`src/hdl/websocket_frame_unmasker_macros.svh`:
```
// assertion helpers for the parser rtl file
`ifndef WEBSOCKET_FRAME_UNMASKER_MACROS_SVH
`define WEBSOCKET_FRAME_UNMASKER_MACROS_SVH

// same-cycle implication, quiet while in reset
`define WSFU_ASSERT_IMP(label, clk, rst_n, ante, cons) \
    label: assert property (@(posedge clk) disable iff (!rst_n) (ante) |-> (cons)) \
        else $error("wsfu assertion failed");

// next-cycle implication, quiet while in reset
`define WSFU_ASSERT_NXT(label, clk, rst_n, ante, cons) \
    label: assert property (@(posedge clk) disable iff (!rst_n) (ante) |=> (cons)) \
        else $error("wsfu assertion failed");

`endif

```
`src/hdl/wsfu_pkg.sv`:
```
`timescale 1ns / 1ps

package wsfu_pkg;

    localparam logic [7:0] FIRST_BYTE_TEXT = 8'h81;
    localparam logic [6:0] LEN_CODE_EXT16  = 7'd126;
    localparam logic [6:0] LEN_CODE_EXT64  = 7'd127;

    typedef enum logic [2:0] {
        PH_FIRST = 3'd0,
        PH_LEN   = 3'd1,
        PH_EXT   = 3'd2,
        PH_KEY   = 3'd3,
        PH_DATA  = 3'd4
    } phase_t;

    typedef enum logic [2:0] {
        ST_DATA      = 3'd0,
        ST_BAD_FIRST = 3'd1,
        ST_EMPTY     = 3'd2,
        ST_LEN64     = 3'd3,
        ST_TRUNC     = 3'd4
    } status_t;

    typedef struct packed {
        logic       valid;
        logic [7:0] data;
        logic       last;
        status_t    status;
    } result_t;

endpackage

```
`src/hdl/wsfu_parser.sv`:
```
`timescale 1ns / 1ps

`include "websocket_frame_unmasker_macros.svh"

module wsfu_parser
    import wsfu_pkg::*;
(
    input  logic       clk,
    input  logic       rst_n,
    input  logic       fire,
    input  logic [7:0] in_byte,
    input  logic       in_end,
    output result_t    res
);

    phase_t      phase_reg, phase_next;
    logic [15:0] frame_len_reg, frame_len_next;
    logic [15:0] remain_reg, remain_next;
    logic [31:0] key_reg, key_next;
    logic [1:0]  hdr_cnt_reg, hdr_cnt_next;
    logic [1:0]  key_pos_reg, key_pos_next;
    logic        discard_reg, discard_next;

    logic [6:0]  len_code;
    logic [7:0]  key_byte;
    logic [7:0]  unmasked;
    logic [15:0] remain_dec;

    assign len_code   = in_byte[6:0];
    assign key_byte   = key_reg[{key_pos_reg, 3'b000} +: 8];
    assign unmasked   = in_byte ^ key_byte;
    assign remain_dec = remain_reg - 16'd1;

    always_comb
    begin
        phase_next     = phase_reg;
        frame_len_next = frame_len_reg;
        remain_next    = remain_reg;
        key_next       = key_reg;
        hdr_cnt_next   = hdr_cnt_reg;
        key_pos_next   = key_pos_reg;
        discard_next   = discard_reg;
        res            = '{valid: 1'b0, data: 8'd0, last: 1'b0, status: ST_DATA};

        if (fire)
        begin
            if (discard_reg)
            begin
                if (in_end)
                begin
                    discard_next = 1'b0;
                    phase_next   = PH_FIRST;
                    hdr_cnt_next = 2'd0;
                    key_pos_next = 2'd0;
                end
            end
            else
            begin
                unique case (phase_reg)
                    PH_FIRST:
                    begin
                        if (in_byte != FIRST_BYTE_TEXT)
                        begin
                            res          = '{valid: 1'b1, data: 8'd0, last: 1'b1,
                                             status: ST_BAD_FIRST};
                            discard_next = !in_end;
                        end
                        else if (in_end)
                        begin
                            res = '{valid: 1'b1, data: 8'd0, last: 1'b1, status: ST_TRUNC};
                        end
                        else
                        begin
                            phase_next = PH_LEN;
                        end
                    end
                    PH_LEN:
                    begin
                        if (len_code == LEN_CODE_EXT64)
                        begin
                            res          = '{valid: 1'b1, data: 8'd0, last: 1'b1,
                                             status: ST_LEN64};
                            phase_next   = PH_FIRST;
                            discard_next = !in_end;
                        end
                        else if (in_end)
                        begin
                            res        = '{valid: 1'b1, data: 8'd0, last: 1'b1,
                                           status: ST_TRUNC};
                            phase_next = PH_FIRST;
                        end
                        else if (len_code == LEN_CODE_EXT16)
                        begin
                            hdr_cnt_next   = 2'd0;
                            frame_len_next = 16'd0;
                            phase_next     = PH_EXT;
                        end
                        else
                        begin
                            hdr_cnt_next   = 2'd0;
                            frame_len_next = {9'd0, len_code};
                            phase_next     = PH_KEY;
                        end
                    end
                    PH_EXT:
                    begin
                        if (in_end)
                        begin
                            res          = '{valid: 1'b1, data: 8'd0, last: 1'b1,
                                             status: ST_TRUNC};
                            phase_next   = PH_FIRST;
                            hdr_cnt_next = 2'd0;
                        end
                        else
                        begin
                            frame_len_next = {frame_len_reg[7:0], in_byte};
                            if (hdr_cnt_reg == 2'd1)
                            begin
                                hdr_cnt_next = 2'd0;
                                phase_next   = PH_KEY;
                            end
                            else
                            begin
                                hdr_cnt_next = 2'd1;
                            end
                        end
                    end
                    PH_KEY:
                    begin
                        key_next[{hdr_cnt_reg, 3'b000} +: 8] = in_byte;
                        if (hdr_cnt_reg == 2'd3)
                        begin
                            hdr_cnt_next = 2'd0;
                            if (frame_len_reg == 16'd0)
                            begin
                                res          = '{valid: 1'b1, data: 8'd0, last: 1'b1,
                                                 status: ST_EMPTY};
                                phase_next   = PH_FIRST;
                                discard_next = !in_end;
                            end
                            else if (in_end)
                            begin
                                res        = '{valid: 1'b1, data: 8'd0, last: 1'b1,
                                               status: ST_TRUNC};
                                phase_next = PH_FIRST;
                            end
                            else
                            begin
                                remain_next  = frame_len_reg;
                                key_pos_next = 2'd0;
                                phase_next   = PH_DATA;
                            end
                        end
                        else if (in_end)
                        begin
                            res          = '{valid: 1'b1, data: 8'd0, last: 1'b1,
                                             status: ST_TRUNC};
                            phase_next   = PH_FIRST;
                            hdr_cnt_next = 2'd0;
                        end
                        else
                        begin
                            hdr_cnt_next = hdr_cnt_reg + 2'd1;
                        end
                    end
                    PH_DATA:
                    begin
                        remain_next  = remain_dec;
                        key_pos_next = key_pos_reg + 2'd1;
                        if (remain_dec == 16'd0)
                        begin
                            res          = '{valid: 1'b1, data: unmasked, last: 1'b1,
                                             status: ST_DATA};
                            phase_next   = PH_FIRST;
                            key_pos_next = 2'd0;
                            discard_next = !in_end;
                        end
                        else if (in_end)
                        begin
                            res          = '{valid: 1'b1, data: unmasked, last: 1'b1,
                                             status: ST_TRUNC};
                            phase_next   = PH_FIRST;
                            key_pos_next = 2'd0;
                        end
                        else
                        begin
                            res = '{valid: 1'b1, data: unmasked, last: 1'b0,
                                    status: ST_DATA};
                        end
                    end
                    default:
                    begin
                        phase_next   = PH_FIRST;
                        hdr_cnt_next = 2'd0;
                        key_pos_next = 2'd0;
                    end
                endcase
            end
        end
    end

    always_ff @(posedge clk or negedge rst_n)
    begin
        if (!rst_n)
        begin
            phase_reg     <= PH_FIRST;
            frame_len_reg <= 16'd0;
            remain_reg    <= 16'd0;
            key_reg       <= 32'd0;
            hdr_cnt_reg   <= 2'd0;
            key_pos_reg   <= 2'd0;
            discard_reg   <= 1'b0;
        end
        else
        begin
            phase_reg     <= phase_next;
            frame_len_reg <= frame_len_next;
            remain_reg    <= remain_next;
            key_reg       <= key_next;
            hdr_cnt_reg   <= hdr_cnt_next;
            key_pos_reg   <= key_pos_next;
            discard_reg   <= discard_next;
        end
    end

    // dropping the tail of a buffer never produces output
    `WSFU_ASSERT_IMP(a_discard_silent, clk, rst_n, discard_reg && fire, !res.valid)
    // discard mode only ever waits for the next frame start
    `WSFU_ASSERT_IMP(a_discard_phase, clk, rst_n, discard_reg, phase_reg == PH_FIRST)
    // payload phase always has at least one byte left
    `WSFU_ASSERT_IMP(a_data_remain, clk, rst_n, phase_reg == PH_DATA, remain_reg != 16'd0)
    // any error or empty status closes the frame
    `WSFU_ASSERT_IMP(a_status_last, clk, rst_n, res.valid && res.status != ST_DATA, res.last)
    // after an error status the parser is back at the frame start
    `WSFU_ASSERT_NXT(a_status_restart, clk, rst_n,
        fire && res.valid && res.status != ST_DATA, phase_reg == PH_FIRST)

endmodule

```
`src/hdl/websocket_frame_unmasker.sv`:
```
`timescale 1ns / 1ps

// receive-side deframer for client-to-server websocket frames, one byte per beat
// slave channel: raw frame bytes on s_tdata, s_tlast marks the last byte of a buffer
// master channel: unmasked payload bytes on m_tdata, m_tlast on the last byte of a
//   frame and on every status request, m_tuser carries the frame status
//   (0 data, 1 bad first byte, 2 empty payload, 3 64-bit length, 4 truncated)
// header, length and key bytes produce no output unless they end the frame with a status;
//   bytes after a finished frame are dropped up to s_tlast
// a byte accepted into the input register is parsed combinationally from there and its
//   result is registered in the output register when that register is free or draining
// throughput: one byte per cycle while m_tready does not stall a pending result, set by the
//   single register-to-register parse step between the input register and the output register
// when m_tready is low with a result pending, the input register takes at most one
//   more byte, then s_tready falls until the output is taken
// reset (rst_n low, asynchronous) empties both registers and returns the parser to
//   the first header byte with a zero key and lengths
module websocket_frame_unmasker
    import wsfu_pkg::*;
(
    input  logic       clk,
    input  logic       rst_n,
    input  logic       s_tvalid,
    output logic       s_tready,
    input  logic [7:0] s_tdata,   // [7:0] in_byte
    input  logic       s_tlast,   // buffer_end
    output logic       m_tvalid,
    input  logic       m_tready,
    output logic [7:0] m_tdata,   // [7:0] payload_byte
    output logic       m_tlast,   // payload_last
    output logic [2:0] m_tuser    // [2:0] frame_status
);

    logic       in_valid_reg;
    logic [7:0] in_byte_reg;
    logic       in_end_reg;
    logic       out_valid_reg, out_valid_next;
    logic [7:0] out_byte_reg;
    logic       out_last_reg;
    status_t    out_status_reg;
    logic       fire;
    result_t    res;

    // parse a held byte whenever the output register is free or draining
    assign fire     = in_valid_reg && (!out_valid_reg || m_tready);
    assign s_tready = !in_valid_reg || fire;

    always_ff @(posedge clk or negedge rst_n)
    begin
        if (!rst_n)
        begin
            in_valid_reg <= 1'b0;
        end
        else if (s_tready)
        begin
            in_valid_reg <= s_tvalid;
        end
    end

    always_ff @(posedge clk)
    begin
        if (s_tready && s_tvalid)
        begin
            in_byte_reg <= s_tdata;
            in_end_reg  <= s_tlast;
        end
    end

    wsfu_parser u_parser (
        .clk     (clk),
        .rst_n   (rst_n),
        .fire    (fire),
        .in_byte (in_byte_reg),
        .in_end  (in_end_reg),
        .res     (res)
    );

    always_comb
    begin
        if (fire)
        begin
            out_valid_next = res.valid;
        end
        else if (m_tready)
        begin
            out_valid_next = 1'b0;
        end
        else
        begin
            out_valid_next = out_valid_reg;
        end
    end

    always_ff @(posedge clk or negedge rst_n)
    begin
        if (!rst_n)
        begin
            out_valid_reg <= 1'b0;
        end
        else
        begin
            out_valid_reg <= out_valid_next;
        end
    end

    always_ff @(posedge clk)
    begin
        if (fire && res.valid)
        begin
            out_byte_reg   <= res.data;
            out_last_reg   <= res.last;
            out_status_reg <= res.status;
        end
    end

    assign m_tvalid = out_valid_reg;
    assign m_tdata  = out_byte_reg;
    assign m_tlast  = out_last_reg;
    assign m_tuser  = out_status_reg;

endmodule
```
`config.mk`:
```
export PLATFORM = sky130hd
export DESIGN_NAME = websocket_frame_unmasker
export DESIGN_NICKNAME = d
export VERILOG_FILES = /design/src/hdl/wsfu_pkg.sv /design/src/hdl/wsfu_parser.sv /design/src/hdl/websocket_frame_unmasker.sv
export VERILOG_INCLUDE_DIRS = /design/src /design/src/hdl
export SDC_FILE = /design/constraint.sdc
export NUM_CORES = 1
export LEC_CHECK = 0
export ABC_AREA = 0
export BUFFER_PORTS_ARGS = -buffer_cell sky130_fd_sc_hd__clkbuf_2
export CORE_ASPECT_RATIO = 0.6
export CORE_MARGIN = 5
export CORE_UTILIZATION = 50
export CTS_CLUSTER_SIZE = 16
export DETAILED_ROUTE_END_ITERATION = 10
export MAX_ROUTING_LAYER = met4
export PLACE_DENSITY = 0.67
export SYNTH_ARGS = -nofsm -noshare
export SYNTH_HDL_FRONTEND = slang
export SYNTH_SLANG_ARGS = --single-unit
```
`constraint.sdc`:
```
create_clock -name clk -period 3.3 [get_ports clk]
set_input_delay 0.165 -clock clk [delete_from_list [all_inputs] [get_ports clk]]
set_output_delay 0.165 -clock clk [all_outputs]
set_load 0.005 [all_outputs]
```
==> results of run 1 <==
==> placed cells by master, fill, tap and decap left out, types with 2 or more instances in the layout <==
| master | Yosys | routed |
|---|---|---|
| nand3_1 | 6 | 6 |
| dlygate4sd3_1 | 0 | 7 |
| a22o_1 | 10 | 10 |
| mux4_2 | 8 | 8 |
| o22a_1 | 3 | 3 |
| and2_1 | 3 | 3 |
| a31oi_1 | 4 | 4 |
| edfxtp_1 | 21 | 21 |
| inv_1 | 11 | 11 |
| nand4b_1 | 3 | 3 |
| clkbuf_2 | 0 | 25 |
| nor4_1 | 12 | 12 |
| mux2i_1 | 4 | 4 |
| nor3_1 | 17 | 17 |
| a21oi_1 | 26 | 26 |
| nand2_1 | 98 | 98 |
| and4_1 | 2 | 2 |
| nor2_1 | 36 | 36 |
| or4b_2 | 2 | 2 |
| o21ai_0 | 72 | 71 |
| o21ai_1 | 1 | 2 |
| bufinv_16 | 0 | 3 |
| buf_4 | 3 | 11 |
| xnor2_1 | 9 | 9 |
| nor4_4 | 2 | 2 |
| a32oi_1 | 3 | 3 |
| ha_1 | 9 | 9 |
| dfrtp_1 | 74 | 74 |
| nand2b_1 | 3 | 3 |
| or4_4 | 2 | 2 |
| nor4b_1 | 3 | 3 |
| clkbuf_16 | 0 | 9 |
| nor3b_1 | 5 | 5 |
| o21bai_1 | 2 | 2 |
==> repair_timing <==
item,4_1_cts,5_1_grt
endpoints found under the hold margin,7,0
hold buffers,7,0
resized for setup,0,0
setup endpoints to repair,0,0
==> per-stage QoR <==
stage	hold WS (ns)	setup WS, ns	std cells	cell area, um^2	utilization
after detailed placement	0.344	0.651	652	5200	0.532
final	-0.0346	0.559	675	5620	0.575
after CTS	0.00727	0.617	675	5620	0.575
after global placement	0.343	0.739	652	5200	0.532
after global routing	0.00827	0.317	675	5620	0.575
after floorplan	-0.131	0.969	513	4960	-
==> cell type report <==
cell class,instances,area [um^2]
well taps,135,169
flip-flops and latches,95,2480
fillers,839,4160
clock buffers,9,225
clock inverters,7,120
repair buffers,43,278
multi-input cells,375,2300
inverters,11,41.3
==> power breakdown <==
group / internal (mW) / switching, mW
logic: 0.391 / 0.526
registers: 1.43 / 0.229
clock network: 0.743 / 0.458
total: 2.57 / 1.21
==> layer usage <==
metal	vias to the layer above	global-route usage
met4	0	0.0413
li1	1888	-
met2	187	0.277
met5	-	-
met3	10	0.0499
met1	1949	0.343
==> logic make-up after synthesis <==
| group | share of synthesized area |
|---|---|
| AOI/OAI and AO/OA | 0.176 |
| xor gates and xnor gates | 0.0177 |
| adders and majority gates | 0.0227 |
| buffers and inverters | 0.0351 |
| DFF | 0.501 |
| muxes | 0.0467 |
| and+or+nand+nor | 0.201 |
==> worst paths after layout <==
check / start / end / slack [ns] / depth (start not counted)
setup / recovery: in_byte_reg[0] / m_tdata[0] / 0.56 / 6
hold / removal: rst_n / u_parser.key_reg[15] / -0.03 / 1
setup reg to reg: in_byte_reg[0] / m_tdata[0] / 0.56 / 6
hold reg to reg: u_parser.key_reg[19] / u_parser.key_reg[19] / 0.48 / 2
max in group asynchronous: rst_n / u_parser.discard_reg / 2.73 / 1
min in group clk: s_tlast / in_end_reg / 0.02 / 1
==> impl_metrics.csv, run 1 <==
group,metric,value,unit
route,drtAntennaViolNets,0,
synth,synth_top_cell_area_share,0.373,
power_and_ir_drop,leakagePower,2.37,nW
route,vias,4034,
timing,max_freq,365,MHz
clock_network,cts.path.max_buffers,2,
worst_setup_path,crit_chain,"nor4b_1 -> a31oi_1 -> a22o_1 -> o21a_1 -> o21ai_0 -> inv_1",
timing,fin_crit_sh,0.831,
worst_setup_path,startpoint_type,"register",
final_layout,drive_above_1_share,0.139,
synth,syn_nets,535,
global_routing,grt_max_degree,75,
global_routing,grt_use_total,0.216,
worst_setup_path,cp-end-kind,"register",
clock_network,clock_latency,0.34,ns
global_routing,grt_pass1_vias,3658,
worst_setup_path,crit_arrival,2.77,ns
synth,async_reset_ff_frac,0.779,
clock_network,cts_tree,"done",
floorplanning,fp.dieW,139,um
synth,yosysMostFrequentCell,"nand2_1",
worst_setup_path,path_class,"register to register",
run_status,violations,"negative hold slack",
route,firstDrtPassIters,4,
timing,slew_headroom,0.373,
floorplanning,start_util,0.507,
worst_setup_path,slowest_stage,"edfxtp_1",
timing,finClkSkew,0.00765,ns
synth,synth.top_cells.by_area,"dfrtp_1 (37%), edfxtp_1 (13%), nand2_1 (7.4%), o21ai_0 (7.3%), mux4_2 (3.6%)",
floorplanning,die_area,12100,um^2
global_routing,antenna_found_initial,0,
run,drv_cap,0,
route,vias_per_cell,5.98,
run_status,status,"finished, violations left",
timing,worst_pin_slew,0.941,ns
synth,yosys_warnings,0,
final_layout,n_antenna_cell,0,
worst_setup_path,crit_family,"compound AO/OA/AOI/OAI gates",
power_and_ir_drop,p_total,3.78,mW
timing,drv_slew,0,
worst_setup_path,slowest_delay,0.62,ns
clock_network,cts_root_buf,"clkbuf_16",
final_layout,syn2layout_area_growth,13.3,%
worst_setup_path,crit_fanout,12,
route,wl_per_cell,17.8,um
synth,synth_common_cells,"nand2_1 (98), dfrtp_1 (74), o21ai_0 (72)",
synth,yosysSeqAreaShare,0.501,
timing,setup_viol,0,
placed_design,port_buffers,26,
route,dr.max_layer_used,"met4",
worst_setup_path,worst-path-buf-inv,1,
placed_design,globalplace.congestion,0.968,
synth,syn_area,4960,um^2
synth,ys_types,62,
floorplanning,die_h,87.1,um
timing,hold_ws,-0.0346,ns
route,wl,12000,um
synth,syn_inst,513,
floorplanning,io_pins,27,
route,dr_wl_met3,959,um
floorplanning,core_area,9770,um^2
timing,hold_viol,73,
route,dr.first_iter.drc_count,536,
route,dr_wl_met2,4590,um
synth,synth_top_cell_by_area,"dfrtp_1",
route,met1_length,6350,um
clock_network,clkSlewWorstSetupHoldPaths,0.07,ns
synth,synthFlopType,"dfrtp_1",
clock_network,cts_sinks,95,
clock_network,htree_levels,3,
final_layout,largest_register_ffs,32,
floorplanning,fp-row-count,28,
synth,yosys_register_bits,95,
power_and_ir_drop,vdd_drop_max,0.000349,V
min_path,hold_class,"input port to async pin",
global_routing,grt_pass1_wl,20100,um
synth,synth_edf_count,21,
timing,rsz0062_at_grt,"no",
timing,period_needed,2.74,ns
route,drc_errors,0,
final_layout,fin_nets,557,
synth,syn_avg_cell_area,9.67,um^2
worst_setup_path,required,3.33,ns
power_and_ir_drop,powerDensity,673,nW/um^2
placed_design,hpwl,8570,um
global_routing,grt-ovfl-total,0,
clock_network,postCtsSetupBuffers,0,
timing,final.setup.tns,0,ns
clock_network,cts_buffers,9,
(Power assumes the default switching activity.)
==> run 2, diff against run 1 <==
- ABC_AREA: 0 -> 1
- PLACE_DENSITY: 0.67 -> 0.7
- clock period: 3.3 -> 2.2 ns (I/O delays scaled with it)
==> run 2 against run 1 <==
Against the previous run:
- critical path depth increased by 1
- the run now ends clean
- design area up 7.8%
- highest routed layer unchanged
- core utilization grew 3.2 points
==> impl_metrics.csv, run 2 <==
group,metric,value,unit
power_and_ir_drop,leakagePower,2.82,nW
timing,drv_slew,0,
run,drv_cap,0,
final_layout,largest_register_ffs,32,
global_routing,grt_use_met3,0.0631,
timing,period_needed,2.05,ns
route,dr.first_iter.drc_count,542,
floorplanning,io_pins,27,
clock_network,clkSlewWorstSetupHoldPaths,0.07,ns
worst_setup_path,worstReg2RegStart,"u_parser.phase_reg[2]",
final_layout,fin_nets,713,
global_routing,grt-ovfl-total,0,
power_and_ir_drop,vdd_drop_max,0.000476,V
clock_network,cts_sinks,95,
synth,yosys_warnings,0,
timing,rsz0062_at_grt,"no",
worst_setup_path,path_class,"register to register",
clock_network,htree_levels,3,
global_routing,grt_use_total,0.244,
min_path,hold_start,"m_tready",
timing,hold_viol,0,
worst_setup_path,crit_arrival,2.11,ns
worst_setup_path,reg2regPathDepth,7,
route,wl_per_cell,16.8,um
floorplanning,core_area,9980,um^2
global_routing,grt_pass1_vias,4368,
route,vias_per_cell,5.64,
clock_network,clock_latency,0.35,ns
worst_setup_path,slowest_delay,0.52,ns
clock_network,cts_tree,"done",
global_routing,antenna_found_initial,0,
power_and_ir_drop,p_total,5.08,mW
run_status,status,"finished clean",
global_routing,top_usage_layer,"met1",
route,wl,14000,um
floorplanning,die_area,12600,um^2
floorplanning,die_h,88.9,um
worst_setup_path,slowest_stage,"dfrtp_1",
synth,syn_area,5190,um^2
route,vias,4689,
floorplanning,fp-row-count,28,
clock_network,cts_root_buf,"clkbuf_16",
synth,yosys_register_bits,95,
synth,yosysMostFrequentCell,"nand2_1",
timing,fin_crit_sh,0.930,
synth,syn_nets,658,
synth,synth_common_cells,"nand2_1 (120), inv_1 (75), dfrtp_1 (74)",
synth,syn_inst,636,
route,firstDrtPassIters,5,
timing,setup_viol,0,
global_routing,grt_util_met2,0.308,
final_layout,nFillCells,890,
synth,synth_top_cell_area_share,0.357,
worst_setup_path,cp-end-kind,"register",
placed_design,port_buffers,26,
synth,yosysSeqAreaShare,0.478,
clock_network,cts.path.max_buffers,2,
final_layout,layout_common_cells,"nand2_1 (120), inv_1 (74), dfrtp_1 (74)",
power_and_ir_drop,powerDensity,839,nW/um^2
clock_network,cts_buffers,9,
min_path,min_path_cells,4,
floorplanning,fp.dieW,142,um
timing,finClkSkew,0.00898,ns
synth,synth_top_cell_by_area,"dfrtp_1",
worst_setup_path,crit_fanout,12,
route,drc_errors,0,
min_path,hold_end,"m_tvalid",
synth,synth_edf_count,21,
placed_design,hpwl,10300,um
synth,synthFlopType,"dfrtp_1",
synth,synth.top_cells.by_area,"dfrtp_1 (36%), edfxtp_1 (12%), nand2_1 (8.7%), o21ai_0 (5.9%), inv_1 (5.4%)",
worst_setup_path,crit_chain,"nor3_4 -> nand2_1 -> o21ai_0 -> nand3b_1 -> o21ai_2 -> nand2_1 -> buf_12",
global_routing,grt_pass1_wl,22900,um
worst_setup_path,required,2.26,ns
placed_design,globalplace.congestion,0.966,
synth,ys_types,40,
final_layout,layout_commonest_cell,"nand2_1",
global_routing,grt_max_degree,46,
worst_setup_path,r2r_slack,0.15,ns
floorplanning,start_util,0.520,
timing,max_freq,489,MHz
worst_setup_path,path_common_cell,"nand2_1",
route,drtAntennaViolNets,0,
timing,worst_pin_slew,0.604,ns
min_path,hold_class,"input port to register",
final_layout,syn2layout_area_growth,16.7,%
timing,slew_headroom,0.596,
worst_setup_path,startpoint_type,"register",
synth,async_reset_ff_frac,0.779,
final_layout,drive_above_1_share,0.165,
worst_setup_path,r2r-end,"m_tuser[1]",
global_routing,met1_usage,0.385,
synth,syn_avg_cell_area,8.16,um^2
timing,final.setup.tns,0,ns
final_layout,n_antenna_cell,0,
-- run 2: where the power goes --
part | switching (mW) | internal [mW]
sequential | 0.132 | 2.01
combinational | 0.881 | 0.388
clock | 0.672 | 0.995
-- run 2: cell type report --
type	count	area (um^2)	area share
Clock inverter	6	85.1	0.0140
Sequential cell	95	2480	0.410
Inverter	88	330	0.0545
Multi-Input combinational cell	433	2280	0.377
Timing Repair Buffer	64	480	0.0793
Clock buffer	10	229	0.0378
Tap cell	135	169	0.0279
-- run 2: per-layer routing --
| metal | up-vias | wire [um] | part of all wire |
|---|---|---|---|
| li1 | 2210 | - | - |
| met1 | 2222 | 7140 | 0.51 |
| met2 | 248 | 5250 | 0.38 |
| met3 | 9 | 1440 | 0.10 |
| met4 | 0 | 131 | 0.0094 |
| met5 | - | 0 | 0 |
-- run 2: how the worst max path moves through the flow --
stage,startpoint,endpoint,cells after the start
final,u_parser.phase_reg[2],m_tuser[1],7
after global routing,in_byte_reg[5],m_tuser[0],9
after CTS,u_parser.remain_reg[0],m_tuser[2],13
after detailed placement,u_parser.remain_reg[0],m_tuser[2],13
after global placement,u_parser.remain_reg[0],m_tuser[2],13
after floorplan,u_parser.hdr_cnt_reg[0],u_parser.key_reg[0],6
-- run 2: metrics by stage --
step	hold slack, ns	cell area [um^2]	setup WS [ns]	std cells	util
CTS	0.0861	5990	0.0333	826	0.600
detailed placement	0.0751	5580	0.0585	800	0.558
finish	0.0918	6060	0.154	831	0.607
global placement	0.0743	5580	0.173	800	0.558
global route	0.0996	6060	0.0135	831	0.607
floorplan	-0.186	5190	0.210	636	-
-- run 2: repair_timing --
action	4_1_cts	5_1_grt
endpoints found under the setup margin	0	19
buffers inserted	0	5
hold buffers	10	0
hold endpoints to repair	38	0
resized for setup	0	7
-- run 2: logic make-up after synthesis --
logic type / synth area share
adders and majority gates: 0.0217
buffers and inverters: 0.0880
xor gates and xnor gates: 0.0152
and+or+nand+nor: 0.238
DFF: 0.478
AOI/OAI and AO/OA: 0.158
-- run 2: worst max-delay path, delay by kind of cell (launching register included) --
| family | cells | cell delay (ns) |
|---|---|---|
| AO/OA/AOI/OAI | 2 | 0.24 |
| buffers and inverters | 1 | 0.14 |
| flip-flops | 1 | 0.52 |
| AND/OR/NAND/NOR | 4 | 0.85 |
